$ cat src/rtl/updc_pkg.sv
`default_nettype none

package updc_pkg;

    // characters the decoder and the path checker look for
    localparam logic [7:0] CH_PERCENT = 8'h25;
    localparam logic [7:0] CH_SLASH   = 8'h2F;
    localparam logic [7:0] CH_COLON   = 8'h3A;
    localparam logic [7:0] CH_BSLASH  = 8'h5C;
    localparam logic [7:0] CH_DOT     = 8'h2E;
    localparam logic [7:0] CH_NUL     = 8'h00;

    typedef struct packed {
        logic [7:0] in_byte;
        logic       last;
    } t_in_item;

    typedef struct packed {
        logic       byte_valid;
        logic [7:0] out_byte;
        logic       done_res;
        logic       safe;
    } t_out_item;

    // one decoded step, handed from the decoder to the path checker
    typedef struct packed {
        logic       byte_valid;
        logic [7:0] dec_byte;
        logic       last;
        logic       dec_err;
    } t_token;

    typedef struct packed {
        logic       bad;
        logic [3:0] val;
    } t_hex;

    function automatic t_hex hex_digit(input logic [7:0] c);
        t_hex h;
        h.bad = 1'b0;
        h.val = 4'd0;
        if (c >= 8'h30 && c <= 8'h39) begin
            h.val = c[3:0];
        end else if ((c >= 8'h61 && c <= 8'h66) || (c >= 8'h41 && c <= 8'h46)) begin
            // 'a'..'f' and 'A'..'F' share the low three bits: 1..6
            h.val = 4'(c[2:0]) + 4'd9;
        end else begin
            h.bad = 1'b1;
        end
        return h;
    endfunction

endpackage

`default_nettype wire

$ cat src/rtl/updc_front.sv
`default_nettype none

module updc_front (
    input  wire                    i_clk,
    input  wire                    i_rst_n,
    input  wire updc_pkg::t_in_item i_item,
    input  wire                    i_take,
    output updc_pkg::t_token       o_token
);
    import updc_pkg::*;

    typedef enum logic [1:0] {
        PH_PLAIN = 2'd0,
        PH_HIGH  = 2'd1,
        PH_LOW   = 2'd2
    } t_phase;

    t_phase     r_phase, n_phase;
    logic [3:0] r_high, n_high;
    t_hex       hx;
    logic       dec_valid;
    logic [7:0] dec_byte;
    logic       dec_err;

    always_comb begin
        hx        = hex_digit(i_item.in_byte);
        n_phase   = PH_PLAIN;
        n_high    = r_high;
        dec_valid = 1'b0;
        dec_byte  = 8'd0;
        dec_err   = 1'b0;
        unique case (r_phase)
            PH_HIGH: begin
                if (hx.bad) begin
                    dec_err = 1'b1;
                end else begin
                    n_high  = hx.val;
                    n_phase = PH_LOW;
                end
            end
            PH_LOW: begin
                if (hx.bad) begin
                    dec_err = 1'b1;
                end else begin
                    dec_valid = 1'b1;
                    dec_byte  = {r_high, hx.val};
                end
            end
            default: begin
                if (i_item.in_byte == CH_PERCENT) begin
                    n_phase = PH_HIGH;
                end else begin
                    dec_valid = 1'b1;
                    dec_byte  = i_item.in_byte;
                end
            end
        endcase
        // escape cut off by the end of the path
        if (i_item.last) begin
            if (n_phase != PH_PLAIN) begin
                dec_err = 1'b1;
            end
            n_phase = PH_PLAIN;
            n_high  = 4'd0;
        end
    end

    assign o_token.byte_valid = dec_valid;
    assign o_token.dec_byte   = dec_byte;
    assign o_token.last       = i_item.last;
    assign o_token.dec_err    = dec_err;

    always_ff @(posedge i_clk) begin
        if (!i_rst_n) begin
            r_phase <= PH_PLAIN;
            r_high  <= 4'd0;
        end else if (i_take) begin
            r_phase <= n_phase;
            r_high  <= n_high;
        end
    end

endmodule

`default_nettype wire

$ cat src/rtl/updc_queue.sv
`default_nettype none

module updc_queue #(
    parameter int DEPTH = 2
) (
    input  wire                    i_clk,
    input  wire                    i_rst_n,
    input  wire                    i_wr,
    input  wire updc_pkg::t_token  i_wr_data,
    output logic                   o_full,
    input  wire                    i_rd,
    output updc_pkg::t_token       o_rd_data,
    output logic                   o_valid
);
    import updc_pkg::*;

    localparam int AW = (DEPTH > 1) ? $clog2(DEPTH) : 1;
    localparam int CW = $clog2(DEPTH + 1);

    t_token         r_mem [DEPTH];
    logic [AW-1:0]  r_wr_ptr, r_rd_ptr;
    logic [CW-1:0]  r_count;
    logic           wr_en, rd_en;

    assign o_full    = (r_count == CW'(DEPTH));
    assign o_valid   = (r_count != '0);
    assign o_rd_data = r_mem[r_rd_ptr];
    assign wr_en     = i_wr && !o_full;
    assign rd_en     = i_rd && o_valid;

    always_ff @(posedge i_clk) begin
        if (wr_en) begin
            r_mem[r_wr_ptr] <= i_wr_data;
        end
    end

    always_ff @(posedge i_clk) begin
        if (!i_rst_n) begin
            r_wr_ptr <= '0;
            r_rd_ptr <= '0;
            r_count  <= '0;
        end else begin
            if (wr_en) begin
                r_wr_ptr <= (r_wr_ptr == AW'(DEPTH - 1)) ? '0 : r_wr_ptr + AW'(1);
            end
            if (rd_en) begin
                r_rd_ptr <= (r_rd_ptr == AW'(DEPTH - 1)) ? '0 : r_rd_ptr + AW'(1);
            end
            if (wr_en && !rd_en) begin
                r_count <= r_count + CW'(1);
            end else if (rd_en && !wr_en) begin
                r_count <= r_count - CW'(1);
            end
        end
    end

`ifndef ASSERT_OFF
    a_count_bound: assert property (@(posedge i_clk) disable iff (!i_rst_n)
        r_count <= CW'(DEPTH))
        else $error("queue count beyond depth");

    a_ptr_gap: assert property (@(posedge i_clk) disable iff (!i_rst_n)
        (r_count != '0 && r_count != CW'(DEPTH)) |-> (r_wr_ptr != r_rd_ptr))
        else $error("queue pointers disagree with count");
`endif

endmodule

`default_nettype wire

$ cat src/rtl/updc_back.sv
`default_nettype none

module updc_back (
    input  wire                    i_clk,
    input  wire                    i_rst_n,
    input  wire updc_pkg::t_token  i_token,
    input  wire                    i_token_valid,
    output logic                   o_token_take,
    output updc_pkg::t_out_item    o_out_item,
    output logic                   o_empty,
    input  wire                    i_pop
);
    import updc_pkg::*;

    typedef enum logic [1:0] {
        SEG_EMPTY  = 2'd0,
        SEG_DOT    = 2'd1,
        SEG_DOTDOT = 2'd2,
        SEG_OTHER  = 2'd3
    } t_seg;

    logic      r_rejected, n_rejected;
    logic      r_seen, n_seen;
    t_seg      r_seg, n_seg;
    t_out_item r_out, n_out;
    logic      r_out_valid;
    logic      take;
    logic      bad;

    assign take         = i_token_valid && (!r_out_valid || i_pop);
    assign o_token_take = take;
    assign o_out_item   = r_out;
    assign o_empty      = !r_out_valid;

    always_comb begin
        n_rejected = r_rejected | i_token.dec_err;
        n_seen     = r_seen;
        n_seg      = r_seg;
        if (i_token.byte_valid) begin
            if (!r_seen) begin
                n_seen = 1'b1;
                if (i_token.dec_byte != CH_SLASH) begin
                    n_rejected = 1'b1;
                end
            end
            if (i_token.dec_byte == CH_BSLASH || i_token.dec_byte == CH_COLON ||
                i_token.dec_byte == CH_NUL) begin
                n_rejected = 1'b1;
            end
            if (i_token.dec_byte == CH_SLASH) begin
                if (r_seg == SEG_DOTDOT) begin
                    n_rejected = 1'b1;
                end
                n_seg = SEG_EMPTY;
            end else if (i_token.dec_byte == CH_DOT) begin
                unique case (r_seg)
                    SEG_EMPTY:  n_seg = SEG_DOT;
                    SEG_DOT:    n_seg = SEG_DOTDOT;
                    default:    n_seg = SEG_OTHER;
                endcase
            end else begin
                n_seg = SEG_OTHER;
            end
        end
        bad              = n_rejected || !n_seen || (n_seg == SEG_DOTDOT);
        n_out.byte_valid = i_token.byte_valid;
        n_out.out_byte   = i_token.dec_byte;
        n_out.done_res   = i_token.last;
        n_out.safe       = i_token.last && !bad;
    end

    always_ff @(posedge i_clk) begin
        if (take) begin
            r_out <= n_out;
        end
    end

    always_ff @(posedge i_clk) begin
        if (!i_rst_n) begin
            r_rejected  <= 1'b0;
            r_seen      <= 1'b0;
            r_seg       <= SEG_EMPTY;
            r_out_valid <= 1'b0;
        end else begin
            if (take) begin
                r_out_valid <= 1'b1;
                if (i_token.last) begin
                    r_rejected <= 1'b0;
                    r_seen     <= 1'b0;
                    r_seg      <= SEG_EMPTY;
                end else begin
                    r_rejected <= n_rejected;
                    r_seen     <= n_seen;
                    r_seg      <= n_seg;
                end
            end else if (i_pop) begin
                r_out_valid <= 1'b0;
            end
        end
    end

`ifndef ASSERT_OFF
    a_safe_only_done: assert property (@(posedge i_clk) disable iff (!i_rst_n)
        r_out_valid |-> (!r_out.safe || r_out.done_res))
        else $error("verdict on a result that is not the last");

    a_idle_byte_zero: assert property (@(posedge i_clk) disable iff (!i_rst_n)
        (r_out_valid && !r_out.byte_valid) |-> (r_out.out_byte == 8'd0))
        else $error("byte present without byte_valid");

    a_state_cleared: assert property (@(posedge i_clk) disable iff (!i_rst_n)
        (take && i_token.last) |=> (!r_rejected && !r_seen && r_seg == SEG_EMPTY))
        else $error("checker state not cleared after the last byte");
`endif

endmodule

`default_nettype wire

$ cat src/rtl/url_path_decode_and_check_core.sv
`default_nettype none

// percent-decoding request path checker. raw path bytes enter through a queue-style
// port (push/full), one byte per transfer, with a last flag on the final byte. every
// accepted byte gives exactly one result (empty/pop): the decoded byte when one is
// complete, and on the last byte a verdict (safe = 1 for an acceptable path). a path
// is rejected for a malformed or unfinished escape, no decoded bytes, a first byte
// other than '/', a decoded backslash, colon or nul, or a segment that is exactly "..".
// sustained rate is one byte per clock while results are popped as they appear; a
// byte's result goes through the token queue, written at the transfer edge, and the
// checker's output register before it is on the result ports and can be popped.
// state clears itself after each last byte, so paths can follow back to back.
module url_path_decode_and_check_core #(
    parameter int QUEUE_DEPTH = 2
) (
    input  wire                    i_clk,
    input  wire                    i_rst_n,
    // raw path byte side
    input  wire                    push,
    input  wire updc_pkg::t_in_item i_in_item,
    output logic                   full,
    // result side
    output logic                   empty,
    input  wire                    pop,
    output updc_pkg::t_out_item    o_out_item
);
    import updc_pkg::*;

    t_token front_token;
    t_token q_token;
    logic   q_full;
    logic   q_valid;
    logic   back_take;
    logic   in_take;

    // front side: accept while the token queue has room
    assign full    = q_full;
    assign in_take = push && !q_full;

    // percent decoder: escape phase and pending high nibble
    updc_front u_front (
        .i_clk   (i_clk),
        .i_rst_n (i_rst_n),
        .i_item  (i_in_item),
        .i_take  (in_take),
        .o_token (front_token)
    );

    // short queue so the decoder and the checker stall independently
    updc_queue #(
        .DEPTH (QUEUE_DEPTH)
    ) u_queue (
        .i_clk     (i_clk),
        .i_rst_n   (i_rst_n),
        .i_wr      (in_take),
        .i_wr_data (front_token),
        .o_full    (q_full),
        .i_rd      (back_take),
        .o_rd_data (q_token),
        .o_valid   (q_valid)
    );

    // path checker with the result register; takes a token whenever the
    // result slot is free or being popped in the same cycle
    updc_back u_back (
        .i_clk         (i_clk),
        .i_rst_n       (i_rst_n),
        .i_token       (q_token),
        .i_token_valid (q_valid),
        .o_token_take  (back_take),
        .o_out_item    (o_out_item),
        .o_empty       (empty),
        .i_pop         (pop)
    );

endmodule

`default_nettype wire
$ cat config.mk
export PLATFORM = sky130hd
export DESIGN_NAME = url_path_decode_and_check_core
export DESIGN_NICKNAME = d
export VERILOG_FILES = /design/src/rtl/updc_pkg.sv /design/src/rtl/updc_front.sv /design/src/rtl/updc_queue.sv /design/src/rtl/updc_back.sv /design/src/rtl/url_path_decode_and_check_core.sv
export SDC_FILE = /design/constraint.sdc
export NUM_CORES = 1
export LEC_CHECK = 0
export BUFFER_PORTS_ARGS = -buffer_cell sky130_fd_sc_hd__buf_4
export CORE_AREA = 2 2 105 107
export DETAILED_ROUTE_END_ITERATION = 6
export DIE_AREA = 0 0 107 109
export HOLD_SLACK_MARGIN = 0.1
export PLACE_DENSITY = 0.4
export SYNTH_ARGS = -nofsm -noshare
export SYNTH_HDL_FRONTEND = slang
export SYNTH_SLANG_ARGS = --single-unit
export TNS_END_PERCENT = 30
$ cat constraint.sdc
create_clock -name i_clk -period 1.6 [get_ports i_clk]
set_input_delay 0.16 -clock i_clk [delete_from_list [all_inputs] [get_ports i_clk]]
set_output_delay 0.16 -clock i_clk [all_outputs]
set_load 0.05 [all_outputs]
==> results of run 1 <==
==> routing by layer <==
metal	GRT usage	vias to the layer above
met2	0.1815	29
met3	0.01973	9
met5	0	-
met1	0.1161	893
met4	0.03803	0
li1	-	987
==> worst paths after layout <==
check	start	end	slack (ps)	cells past startpoint
setup / recovery	flip-flop	u_back.o_out_item[0]	-180	4
hold reg to reg	u_front.r_high[3]	u_front.r_high[3]	460	2
hold / removal	pop	u_back.r_out_valid	210	3
setup reg to reg	flip-flop	u_back.o_out_item[0]	-180	4
==> critical path: stages (launching register included) <==
cell and delay [ps]:
sky130_fd_sc_hd__dfxtp_4 420, sky130_fd_sc_hd__or3b_1 380, sky130_fd_sc_hd__o22a_1 260, sky130_fd_sc_hd__o311a_1 310, sky130_fd_sc_hd__a22o_1 170
==> state kept, by name, indices dropped and copies added (netlist names), named ones only <==
signal,cells
u_back.o_out_item,11
u_back.r_out_valid,1
u_back.r_rejected,1
u_back.r_seen,1
u_back.r_seg,2
u_front.r_high,4
u_front.r_phase,2
u_queue.r_count,2
u_queue.r_mem,22
u_queue.r_rd_ptr,1
u_queue.r_wr_ptr,1
==> area by class of cell <==
cell class / count / area, um^2 / area share
clock buffer: 5 / 68.82 / 0.01970
clock inverter: 3 / 41.29 / 0.01182
inverter: 17 / 63.81 / 0.01827
multi-input combinational: 144 / 1146 / 0.3281
sequential: 49 / 1319 / 0.3775
tap: 140 / 175.2 / 0.05014
timing repair buffer: 88 / 679.4 / 0.1945
==> logic make-up (layout without fill, tap and decap cells) <==
kind of cell | Yosys count | in the layout
AO/OA/AOI/OAI | 50 | 50
XOR/XNOR | 4 | 4
adder cells (fa/ha/maj) | 6 | 6
buffers and inverters | 22 | 113
flip-flops | 49 | 49
multiplexers | 16 | 16
AND/OR/NAND/NOR | 68 | 68
==> metrics by stage <==
| step | cell area [um^2] | util | hold slack, ps | std cells |
|---|---|---|---|---|
| 6_report | 3493 | 0.3295 | 209.2 | 446 |
| 5_1_grt | 3493 | 0.3295 | 206.9 | 446 |
| 4_1_cts | 3452 | 0.3256 | 203.3 | 444 |
| 3_5_place_dp | 3289 | 0.3102 | 405.1 | 435 |
| 3_3_place_gp | 3289 | 0.3102 | 407.7 | 435 |
| 2_1_floorplan | 2491 | - | 258.9 | 215 |
==> report_power, final <==
| group | internal (mW) | total (mW) | switching, mW |
|---|---|---|---|
| combinational | 0.863 | 1.95 | 1.08 |
| clock | 0.461 | 0.876 | 0.415 |
| sequential | 1.71 | 1.88 | 0.164 |
| total | 3.04 | 4.70 | 1.66 |
==> cells in the final DEF (no fill, tap or decap), types with 2 or more instances in the layout <==
cell / Yosys / final
sky130_fd_sc_hd__a31oi_1: 3 / 2
sky130_fd_sc_hd__o21ai_1: 1 / 3
sky130_fd_sc_hd__nor4_1: 2 / 2
sky130_fd_sc_hd__a22o_1: 7 / 7
sky130_fd_sc_hd__o21bai_1: 2 / 2
sky130_fd_sc_hd__xnor2_1: 3 / 3
sky130_fd_sc_hd__o21ai_0: 8 / 6
sky130_fd_sc_hd__dfxtp_1: 16 / 12
sky130_fd_sc_hd__nand3b_1: 4 / 4
sky130_fd_sc_hd__mux2i_1: 11 / 10
sky130_fd_sc_hd__clkbuf_8: 0 / 5
sky130_fd_sc_hd__and3b_1: 2 / 2
sky130_fd_sc_hd__edfxtp_1: 33 / 33
sky130_fd_sc_hd__a21oi_1: 8 / 7
sky130_fd_sc_hd__o21a_1: 3 / 3
sky130_fd_sc_hd__ha_1: 6 / 5
sky130_fd_sc_hd__a21boi_0: 5 / 4
sky130_fd_sc_hd__or3_1: 2 / 2
sky130_fd_sc_hd__nand2_1: 14 / 13
sky130_fd_sc_hd__nor3_1: 6 / 5
sky130_fd_sc_hd__inv_1: 17 / 15
sky130_fd_sc_hd__and3_1: 3 / 3
sky130_fd_sc_hd__dfxtp_2: 0 / 3
sky130_fd_sc_hd__mux2_2: 5 / 5
sky130_fd_sc_hd__nand3_1: 7 / 7
sky130_fd_sc_hd__inv_2: 0 / 2
sky130_fd_sc_hd__and2_1: 4 / 4
sky130_fd_sc_hd__buf_4: 0 / 85
sky130_fd_sc_hd__nor2b_1: 2 / 2
sky130_fd_sc_hd__nand2b_1: 5 / 5
sky130_fd_sc_hd__nor2_1: 6 / 5
==> repair_timing <==
item | CTS | global route
endpoints found under the hold margin | 2 | 0
endpoints found under the setup margin | 7 | 18
pin swaps | 0 | 2
gates resized for setup | 9 | 9
hold buffers | 1 | 0
buffers inserted | 0 | 2
==> impl_table.tex, run 1 <==
\begin{tabular}{lr}
\hline
Metric & Value \\
\hline
\multicolumn{2}{l}{\textbf{Setup path}} \\
Kind of capture point of the worst setup path & flip-flop \\
Worst Path Arrival & 1840 ps \\
Peak fanout along the critical path & 11 \\
Kind of critical path & flip-flop to flip-flop \\
Endpoint required time on the critical path & 1660 ps \\
Kind of launch point of the worst setup path & flip-flop \\
\multicolumn{2}{l}{\textbf{Logic synthesis}} \\
Share of the synthesized area in compound gates (AO/OA/AOI/OAI) & 0.1453 \\
Largest family of logic cells by synthesized area & simple AND/OR/NAND/NOR gates \\
Syn Std Cell Area & 0.002455 mm\^{}2 \\
Share of cell area taken by muxes after synthesis & 0.06779 \\
Number of distinct standard cells referenced by the synthesized netlist & 51 \\
Dominant cells by area after synthesis & sky130\_fd\_sc\_hd\_\_edfxtp\_1, sky130\_fd\_sc\_hd\_\_dfxtp\_1, sky130\_fd\_sc\_hd\_\_mux2i\_1, sky130\_fd\_sc\_hd\_\_ha\_1, sky130\_fd\_sc\_hd\_\_inv\_1 \\
Yosys top cell by area & sky130\_fd\_sc\_hd\_\_edfxtp\_1 \\
Share of synthesized area occupied by flip-flops and latches & 0.5341 \\
Syn nets & 234 \\
Area share of fa/ha/maj cells after synthesis & 0.03058 \\
FF+latch count, synth & 49 \\
Count of warnings emitted by yosys & 0 \\
Area share of the largest cell type after synthesis & 0.4037 \\
Primary FF master, synth & sky130\_fd\_sc\_hd\_\_edfxtp\_1 \\
Commonest cells in the synthesized netlist & sky130\_fd\_sc\_hd\_\_edfxtp\_1, sky130\_fd\_sc\_hd\_\_inv\_1, sky130\_fd\_sc\_hd\_\_dfxtp\_1, sky130\_fd\_sc\_hd\_\_nand2\_1, sky130\_fd\_sc\_hd\_\_mux2i\_1 \\
Parity-gate share of the synthesized area counting xor and xnor cells & 0.01427 \\
Async set-reset flop share out of synthesis & 0 \\
Synthesized area per cell & 11.42 um\^{}2 \\
Top-count cell post-synth & sky130\_fd\_sc\_hd\_\_edfxtp\_1 \\
Simple-gate share of the synthesized area & 0.1707 \\
Instance count of the mapped netlist & 215 \\
Count of flip-flops with a built-in enable after synthesis & 33 \\
\multicolumn{2}{l}{\textbf{Clock tree}} \\
CTS H-tree lvls & 2 \\
Clock Latency Late Sink & 300 ps \\
Clock transition at the registers of the reported paths & 90 ps \\
CTS tree & yes \\
CTS Buf Count & 5 \\
Root buffer cell & sky130\_fd\_sc\_hd\_\_clkbuf\_8 \\
Number of clock sinks & 49 \\
Maximum root-to-sink buffer count & 2 \\
\multicolumn{2}{l}{\textbf{Routing}} \\
Vias per cell & 4.300 \\
Total detailed-routing wirelength & 5420 um \\
Highest metal layer used by the detailed router & met4 \\
Wire length per cell after detailed routing & 12.15 um \\
Number of detailed-route iterations in the first pass & 4 \\
Met1 wire length & 2402 um \\
Met2 routed WL & 2763 um \\
DRC errors left & 0 \\
Remaining antenna violation count after routing & 0 \\
Detailed router's first-iteration violation count & 80 \\
Via count & 1918 \\
Met3 Wirelength & 149 um \\
\multicolumn{2}{l}{\textbf{GRT}} \\
Global-route wire length before repair & 9163 um \\
Final global-route overflow total & 0 \\
Via count of the first global-routing pass & 1903 \\
GRT Util Overall & 0.09991 \\
Number of antenna violations at the first check in global routing & 0 \\
Pin count of the biggest net entering global routing & 21 \\
\multicolumn{2}{l}{\textbf{Status}} \\
Result of the run & finished, violations left \\
Failing checks & negative setup slack \\
\multicolumn{2}{l}{\textbf{Cells and area}} \\
Total of fill cells in the finished design & 1063 \\
Layout cell share with drive strength beyond 1 & 0.4020 \\
Number of nets in the final layout & 324 \\
Area growth from synthesis to layout & 42.30\% \\
Number of antenna cells inserted & 0 \\
\multicolumn{2}{l}{\textbf{Floorplanning}} \\
Width of the die & 107 um \\
Core Footprint & 0.01060 mm\^{}2 \\
Site row count & 38 \\
I/O pins & 26 \\
Starting density of the core & 0.2315 \\
Area of the die & 0.01166 mm\^{}2 \\
Floorplan die height & 109 um \\
\multicolumn{2}{l}{\textbf{Min path}} \\
Type of the worst min-delay path & input port to flip-flop \\
\multicolumn{2}{l}{\textbf{STA}} \\
Count of final max-slew check failures & 0 \\
Final period util & 1.111 \\
Achievable clock frequency & 562.4 MHz \\
Transition at the pin with the smallest max-transition slack & 413.4 ps \\
Setup violators final & 4 \\
RSZ-0062 raised after global routing & true \\
Aggregate negative setup slack & -489.5 ps \\
Least setup slack across all paths after layout & -178.2 ps \\
Max-slew headroom & 0.7206 \\
Final min period & 1778 ps \\
Post-route clock skew & 6.053 ps \\
Fin. Hold Viols & 0 \\
\multicolumn{2}{l}{\textbf{Pwr}} \\
Ratio of total power to cell area & 1346 mW/mm\^{}2 \\
Worst IR drop on VDD & 544.8 uV \\
Leakage component of the power & 1.358 nW \\
Power, Total & 4.701 mW \\
\multicolumn{2}{l}{\textbf{Placed design}} \\
Setup slack at placement & -230.0 ps \\
GP Congestion & 0.7494 \\
Number of buffer cells added on primary ports & 25 \\
Post-detailed-placement half-perimeter wirelength & 4404 um \\
\multicolumn{2}{l}{\textbf{Flow run}} \\
Reported max-cap violation count & 0 \\
\hline
\end{tabular}
Note: power is estimated with default switching activity, not from simulation.
==> inputs of run 2 (changes only) <==
CELL_PAD_IN_SITES_DETAIL_PLACEMENT = 0   (was default)
CELL_PAD_IN_SITES_GLOBAL_PLACEMENT = 1   (was default)
PLACE_DENSITY = 0.47   (was 0.4)
REMOVE_ABC_BUFFERS = 1   (was default)
==> run 2 against run 1 <==
The flow still finishes with violations (negative setup slack). Hold slack worse by 17 ps. Core utilization is 0.63 points higher. Non-clock buffer count is 11 higher. Clock skew is 1.8 ps higher. Combinational power is 8% higher. Wire length is 4.4% higher. Fmax is 1.5% lower. Critical path depth stayed put. First-iteration DRC count is 51% lower. Cell count is 2.5% higher. Sequential power hardly changed. Critical endpoint unchanged.
==> impl_table.tex, run 2 (synthesis results as in run 1) <==
\begin{tabular}{lr}
\hline
Metric & Value \\
\hline
\multicolumn{2}{l}{\textbf{STA}} \\
Setup violators final & 4 (unchanged) \\
Fin. Hold Viols & 0 (unchanged) \\
Max-slew headroom & 0.7861 (+0.06542) \\
RSZ-0062 raised after global routing & true \\
Achievable clock frequency & 553.7 MHz (-1.5\%) \\
Count of final max-slew check failures & 0 (unchanged) \\
Post-Route Hold Slack & 192.1 ps (-17.11 ps) \\
Aggregate negative setup slack & -527.4 ps (-37.85 ps) \\
Least setup slack across all paths after layout & -205.9 ps (-27.69 ps) \\
Transition at the pin with the smallest max-transition slack & 316.6 ps (-96.81 ps) \\
Final period util & 1.129 (+0.01730) \\
Final min period & 1806 ps (+27.69 ps) \\
Post-route clock skew & 7.837 ps (+1.784 ps) \\
\multicolumn{2}{l}{\textbf{Clock tree}} \\
CTS tree & yes \\
Root buffer cell & sky130\_fd\_sc\_hd\_\_clkbuf\_8 \\
Number of clock sinks & 49 (unchanged) \\
CTS H-tree lvls & 2 (unchanged) \\
CTS Buf Count & 5 (unchanged) \\
Clock transition at the registers of the reported paths & 100 ps (about the same) \\
Clock Latency Late Sink & 300 ps (about the same) \\
Maximum root-to-sink buffer count & 2 (unchanged) \\
\multicolumn{2}{l}{\textbf{Floorplanning}} \\
Floorplan die height & 109 um (unchanged) \\
Starting density of the core & 0.2315 (unchanged) \\
Area of the die & 0.01166 mm\^{}2 (unchanged) \\
Width of the die & 107 um (unchanged) \\
Core Footprint & 0.01060 mm\^{}2 (unchanged) \\
Site row count & 38 (unchanged) \\
I/O pins & 26 (unchanged) \\
\multicolumn{2}{l}{\textbf{Routing}} \\
Via count & 1899 (-0.99\%) \\
Vias per cell & 4.155 (-3.4\%) \\
Detailed router's first-iteration violation count & 39 (-51\%) \\
Total detailed-routing wirelength & 5657 um (+4.4\%) \\
Remaining antenna violation count after routing & 0 (unchanged) \\
Wire length per cell after detailed routing & 12.38 um (+1.9\%) \\
DRC errors left & 0 (unchanged) \\
Number of detailed-route iterations in the first pass & 5 (+1) \\
\multicolumn{2}{l}{\textbf{GRT}} \\
Via count of the first global-routing pass & 1911 (+0.42\%) \\
Final global-route overflow total & 0 (unchanged) \\
Pin count of the biggest net entering global routing & 21 (unchanged) \\
Global-route wire length before repair & 9425 um (+2.9\%) \\
Number of antenna violations at the first check in global routing & 0 (unchanged) \\
GRT Util Overall & 0.1037 (+0.003747) \\
\multicolumn{2}{l}{\textbf{Setup path}} \\
Worst Path Arrival & 1880 ps (+40 ps) \\
Cell type of the slowest stage on the worst timing path & sky130\_fd\_sc\_hd\_\_or3b\_4 \\
Crit-path cells & or3b\_4, o22a\_1, o311a\_1, a22o\_1 \\
Kind of critical path & flip-flop to flip-flop \\
Largest incremental delay on the critical path & 420 ps (about the same) \\
Endpoint required time on the critical path & 1670 ps (about the same) \\
Kind of capture point of the worst setup path & flip-flop \\
Kind of launch point of the worst setup path & flip-flop \\
Slack of the worst reg-to-reg path & -210 ps (-30 ps) \\
Peak fanout along the critical path & 3 (-8) \\
Crit path max-delay family & compound AO/OA/AOI/OAI gates \\
Worst Path Buf+Inv & 0 (unchanged) \\
\multicolumn{2}{l}{\textbf{Cells and area}} \\
Leading cell type in the layout, fill and taps excluded & sky130\_fd\_sc\_hd\_\_buf\_4 \\
Area growth from synthesis to layout & 45.00\% \\
Leading cell types in the layout, fill and taps excluded & sky130\_fd\_sc\_hd\_\_buf\_4, sky130\_fd\_sc\_hd\_\_edfxtp\_1, sky130\_fd\_sc\_hd\_\_inv\_1 \\
Number of nets in the final layout & 335 (+3.4\%) \\
Register bank with the most flops & u\_queue.r\_mem \\
Layout cell share with drive strength beyond 1 & 0.4416 (+0.03968) \\
Number of flip-flops under the largest register name & 22 (unchanged) \\
Number of antenna cells inserted & 0 (unchanged) \\
\multicolumn{2}{l}{\textbf{Flow run}} \\
Reported max-cap violation count & 0 (unchanged) \\
\multicolumn{2}{l}{\textbf{Pwr}} \\
Net switching share of the total power & 0.3660 (+0.01217) \\
Relative contribution of sequential cells to total power & 0.395 (-0.004) \\
Ratio of total power to cell area & 1333 mW/mm\^{}2 (-0.95\%) \\
Switching pwr & 1.737 mW (+4.4\%) \\
Portion of total power attributed to combinational logic & 0.444 (+0.030) \\
Worst IR drop on VDD & 640.0 uV (+17\%) \\
Share of power burned in the clock network & 0.161 (-0.025) \\
Internal power & 3.008 mW (-0.97\%) \\
Leakage component of the power & 1.399 nW (+3.0\%) \\
\multicolumn{2}{l}{\textbf{Status}} \\
Failing checks & negative setup slack \\
Result of the run & finished, violations left \\
\multicolumn{2}{l}{\textbf{Placed design}} \\
Post-detailed-placement half-perimeter wirelength & 4416 um (+0.27\%) \\
GP Congestion & 0.7222 (-3.6\%) \\
Number of buffer cells added on primary ports & 25 (unchanged) \\
\multicolumn{2}{l}{\textbf{Min path}} \\
Type of the worst min-delay path & input port to flip-flop \\
\hline
\end{tabular}
[run 2: worst reg2reg max path: cells and delay by family, from the launching register on]
family           cells  cell delay (ps)
AND/OR/NAND/NOR      1              420
flip-flops           1              410
AO/OA/AOI/OAI        3              740
[run 2: per-stage QoR]
step	setup slack, ps	power, mW	utilization	cell area (um^2)	cells
after floorplan	-456.9	3.015	-	2427	210
after global placement	-344.8	3.843	0.3106	3293	442
after CTS	-213.7	4.715	0.3269	3466	453
after detailed placement	-349.6	3.843	0.3106	3293	442
final	-205.9	4.745	0.3357	3560	457
after global routing	-277.7	5.037	0.3357	3560	457
[run 2: final timing paths]
check | start | endpoint | cells after the start
setup / recovery | u_queue.r_mem[1][2] | u_back.o_out_item[0] | 4
hold reg to reg | u_front.r_high[0] | u_front.r_high[0] | 2
setup reg to reg | u_queue.r_mem[1][2] | u_back.o_out_item[0] | 4
hold / removal | pop | u_back.r_out_valid | 3
[run 2: power by group through the flow]
stage	registers, mW	logic [mW]	clock network, mW
4_1_cts	1.87	2.04	0.805
3_5_place_dp	1.88	1.97	0
3_3_place_gp	1.88	1.97	0
2_1_floorplan	2.24	0.774	0
5_1_grt	1.91	2.28	0.849
6_report	1.87	2.11	0.764
[run 2: per-layer routing]
| metal | GRT usage | part of all wire | wire [um] |
|---|---|---|---|
| met4 | 0.03061 | 0.0060 | 34 |
| met1 | 0.1256 | 0.46 | 2588 |
| met3 | 0.02152 | 0.027 | 155 |
| met5 | 0 | 0 | 0 |
| met2 | 0.1856 | 0.51 | 2879 |
[run 2: final cells by class]
type                    instances  area [um^2]
repair buffers                 99        757.0
multi-input cells             144         1147
clock inverters                 3        25.02
clock buffers                   5        68.82
fillers                      1092         7043
well taps                     140        175.2
inverters                      17        66.31
flip-flops and latches         49         1320
[run 2: what timing repair did]
item,CTS,global route
hold buffers,1,0
pin swaps,8,17
gates resized for setup,15,19
hold endpoints to repair,2,0
setup endpoints to repair,17,20
buffers inserted,2,5
gates cloned,0,0
==> inputs of run 3 (changes only) <==
CELL_PAD_IN_SITES_DETAIL_PLACEMENT = 1   (was 0)
CELL_PAD_IN_SITES_GLOBAL_PLACEMENT = 2   (was 1)
PLACE_DENSITY = 0.54   (was 0.47)
==> run 3 against run 2 <==
Global-route usage is 0.69 points higher. The run still ends with negative setup slack left. Largest power group unchanged. Register-to-register slack worse by 20 ps. Sequential power hardly changed. Die area stayed put. Critical endpoint unchanged. Critical path depth stayed put.
==> impl_table.tex, run 3 (synthesis results as in run 1) <==
\begin{tabular}{lr}
\hline
Metric & Value \\
\hline
\multicolumn{2}{l}{\textbf{STA}} \\
Transition at the pin with the smallest max-transition slack & 338.5 ps (+21.90 ps) \\
Post-route clock skew & 14.88 ps (+7.046 ps) \\
Max-slew headroom & 0.7713 (-0.01480) \\
Post-Route Hold Slack & 187.8 ps (-4.248 ps) \\
Fin. Hold Viols & 0 (unchanged) \\
Final period util & 1.142 (+0.01305) \\
Least setup slack across all paths after layout & -226.8 ps (-20.88 ps) \\
Count of final max-slew check failures & 0 (unchanged) \\
Setup violators final & 4 (unchanged) \\
Final min period & 1827 ps (+20.88 ps) \\
RSZ-0062 raised after global routing & true \\
Achievable clock frequency & 547.4 MHz (-1.1\%) \\
Aggregate negative setup slack & -650.2 ps (-122.8 ps) \\
\multicolumn{2}{l}{\textbf{Placed design}} \\
GP Congestion & 0.7301 (+1.1\%) \\
Placement-stage cell area & 0.003313 mm\^{}2 (+0.61\%) \\
Post-detailed-placement half-perimeter wirelength & 4857 um (+10\%) \\
Number of cells in the design after placement & 443 (+0.23\%) \\
Number of buffer cells added on primary ports & 25 (unchanged) \\
\multicolumn{2}{l}{\textbf{Setup path}} \\
Kind of capture point of the worst setup path & flip-flop \\
Endpoint required time on the critical path & 1670 ps (about the same) \\
Worst Path Arrival & 1890 ps (about the same) \\
Kind of critical path & flip-flop to flip-flop \\
Kind of launch point of the worst setup path & flip-flop \\
Peak fanout along the critical path & 3 (unchanged) \\
\multicolumn{2}{l}{\textbf{Cells and area}} \\
Leading cell types in the layout, fill and taps excluded & sky130\_fd\_sc\_hd\_\_buf\_4, sky130\_fd\_sc\_hd\_\_edfxtp\_1, sky130\_fd\_sc\_hd\_\_inv\_1 \\
Combined area of the multi-input logic cells & 0.001140 mm\^{}2 (-0.65\%) \\
Final standard cell count with taps included and fillers excluded & 452 (-1.1\%) \\
Number of flip-flops under the largest register name & 22 (unchanged) \\
Number of nets in the final layout & 330 (-1.5\%) \\
Total of fill cells in the finished design & 1209 (+11\%) \\
Area of all sequential standard cells & 0.001319 mm\^{}2 (about the same) \\
Cell area after layout & 0.003538 mm\^{}2 (-0.60\%) \\
Area growth from synthesis to layout & 44.14\% \\
Number of antenna cells inserted & 0 (unchanged) \\
Leading cell type in the layout, fill and taps excluded & sky130\_fd\_sc\_hd\_\_buf\_4 \\
Layout cell share with drive strength beyond 1 & 0.4231 (-0.01856) \\
Register bank with the most flops & u\_queue.r\_mem \\
\multicolumn{2}{l}{\textbf{Floorplanning}} \\
Site row count & 38 (unchanged) \\
Starting density of the core & 0.2315 (unchanged) \\
Width of the die & 107 um (unchanged) \\
I/O pins & 26 (unchanged) \\
Core Footprint & 0.01060 mm\^{}2 (unchanged) \\
Area of the die & 0.01166 mm\^{}2 (unchanged) \\
Floorplan die height & 109 um (unchanged) \\
\multicolumn{2}{l}{\textbf{Min path}} \\
Type of the worst min-delay path & input port to flip-flop \\
\multicolumn{2}{l}{\textbf{Flow run}} \\
Reported max-cap violation count & 0 (unchanged) \\
\multicolumn{2}{l}{\textbf{Routing}} \\
Wire length per cell after detailed routing & 13.16 um (+6.3\%) \\
Remaining antenna violation count after routing & 0 (unchanged) \\
DRC errors left & 0 (unchanged) \\
Via count & 1930 (+1.6\%) \\
Total detailed-routing wirelength & 5947 um (+5.1\%) \\
Vias per cell & 4.270 (+2.8\%) \\
Detailed router's first-iteration violation count & 45 (+15\%) \\
Number of detailed-route iterations in the first pass & 4 (-1) \\
\multicolumn{2}{l}{\textbf{Status}} \\
Failing checks & negative setup slack \\
Result of the run & finished, violations left \\
\multicolumn{2}{l}{\textbf{GRT}} \\
Number of antenna violations at the first check in global routing & 0 (unchanged) \\
Global-route wire length before repair & 9908 um (+5.1\%) \\
GRT Util Overall & 0.1105 (+0.006874) \\
Pin count of the biggest net entering global routing & 21 (unchanged) \\
Via count of the first global-routing pass & 2075 (+8.6\%) \\
Final global-route overflow total & 0 (unchanged) \\
\multicolumn{2}{l}{\textbf{Pwr}} \\
Ratio of total power to cell area & 1375 mW/mm\^{}2 (+3.2\%) \\
Leakage component of the power & 1.394 nW (-0.37\%) \\
Worst IR drop on VDD & 440.6 uV (-31\%) \\
\multicolumn{2}{l}{\textbf{Clock tree}} \\
CTS tree & yes \\
Number of clock sinks & 49 (unchanged) \\
Clock transition at the registers of the reported paths & 100 ps (about the same) \\
CTS H-tree lvls & 2 (unchanged) \\
CTS Buf Count & 5 (unchanged) \\
Clock Latency Late Sink & 320 ps (+20 ps) \\
Maximum root-to-sink buffer count & 2 (unchanged) \\
Root buffer cell & sky130\_fd\_sc\_hd\_\_clkbuf\_8 \\
\hline
\end{tabular}
==> run 3: per-stage QoR <==
| step | total power [mW] | setup slack [ps] | util |
|---|---|---|---|
| 6_report | 4.866 | -226.8 | 0.3337 |
| 4_1_cts | 4.912 | -217.6 | 0.3318 |
| 3_5_place_dp | 3.896 | -349.9 | 0.3125 |
| 2_1_floorplan | 3.015 | -456.9 | - |
| 5_1_grt | 5.190 | -279.1 | 0.3337 |
| 3_3_place_gp | 3.879 | -285.8 | 0.3125 |
==> run 3: worst max-delay path, cell delays in order (launching register included) <==
cell                       delay [ps]
sky130_fd_sc_hd__edfxtp_1         420
sky130_fd_sc_hd__or3b_1           410
sky130_fd_sc_hd__o22a_1           260
sky130_fd_sc_hd__o311a_1          310
sky130_fd_sc_hd__a22o_1           190
==> run 3: repair_timing <==
action	4_1_cts	5_1_grt
setup endpoints to repair	17	16
gates resized for setup	21	6
cloned	0	0
hold endpoints to repair	2	0
buffers inserted	0	0
hold buffers	1	0
pin swaps	12	6
==> run 3: layer usage <==
metal,track usage,part of all wire,vias up
met5,0,0,-
li1,-,-,997
met2,0.2070,0.51,26
met4,0.04174,0.016,0
met3,0.02152,0.027,8
met1,0.1238,0.45,899
==> run 3: cell type report <==
cell class                      instances  area share
Sequential cell                        49      0.3727
Multi-Input combinational cell        144      0.3221
Timing Repair Buffer                   94      0.2047
Tap cell                              140     0.04951
Clock buffer                            5     0.01945
Inverter                               17     0.01803
Clock inverter                          3     0.01344
==> run 3: final timing paths <==
path | slack [ps] | endpoint | depth (start not counted) | from
max reg2reg | -230 | u_back.o_out_item[0] | 4 | u_queue.r_mem[1][2]
max | -230 | u_back.o_out_item[0] | 4 | u_queue.r_mem[1][2]
min | 190 | u_queue.r_wr_ptr | 2 | i_rst_n
min reg2reg | 470 | u_front.r_high[2] | 2 | u_front.r_high[2]
==> run 3: report_power, final <==
part,switching [mW],internal [mW],total [mW],leakage (nW)
registers,0.166,1.71,1.88,0.435
clock network,0.443,0.477,0.920,0.0591
logic,1.12,0.946,2.07,0.900
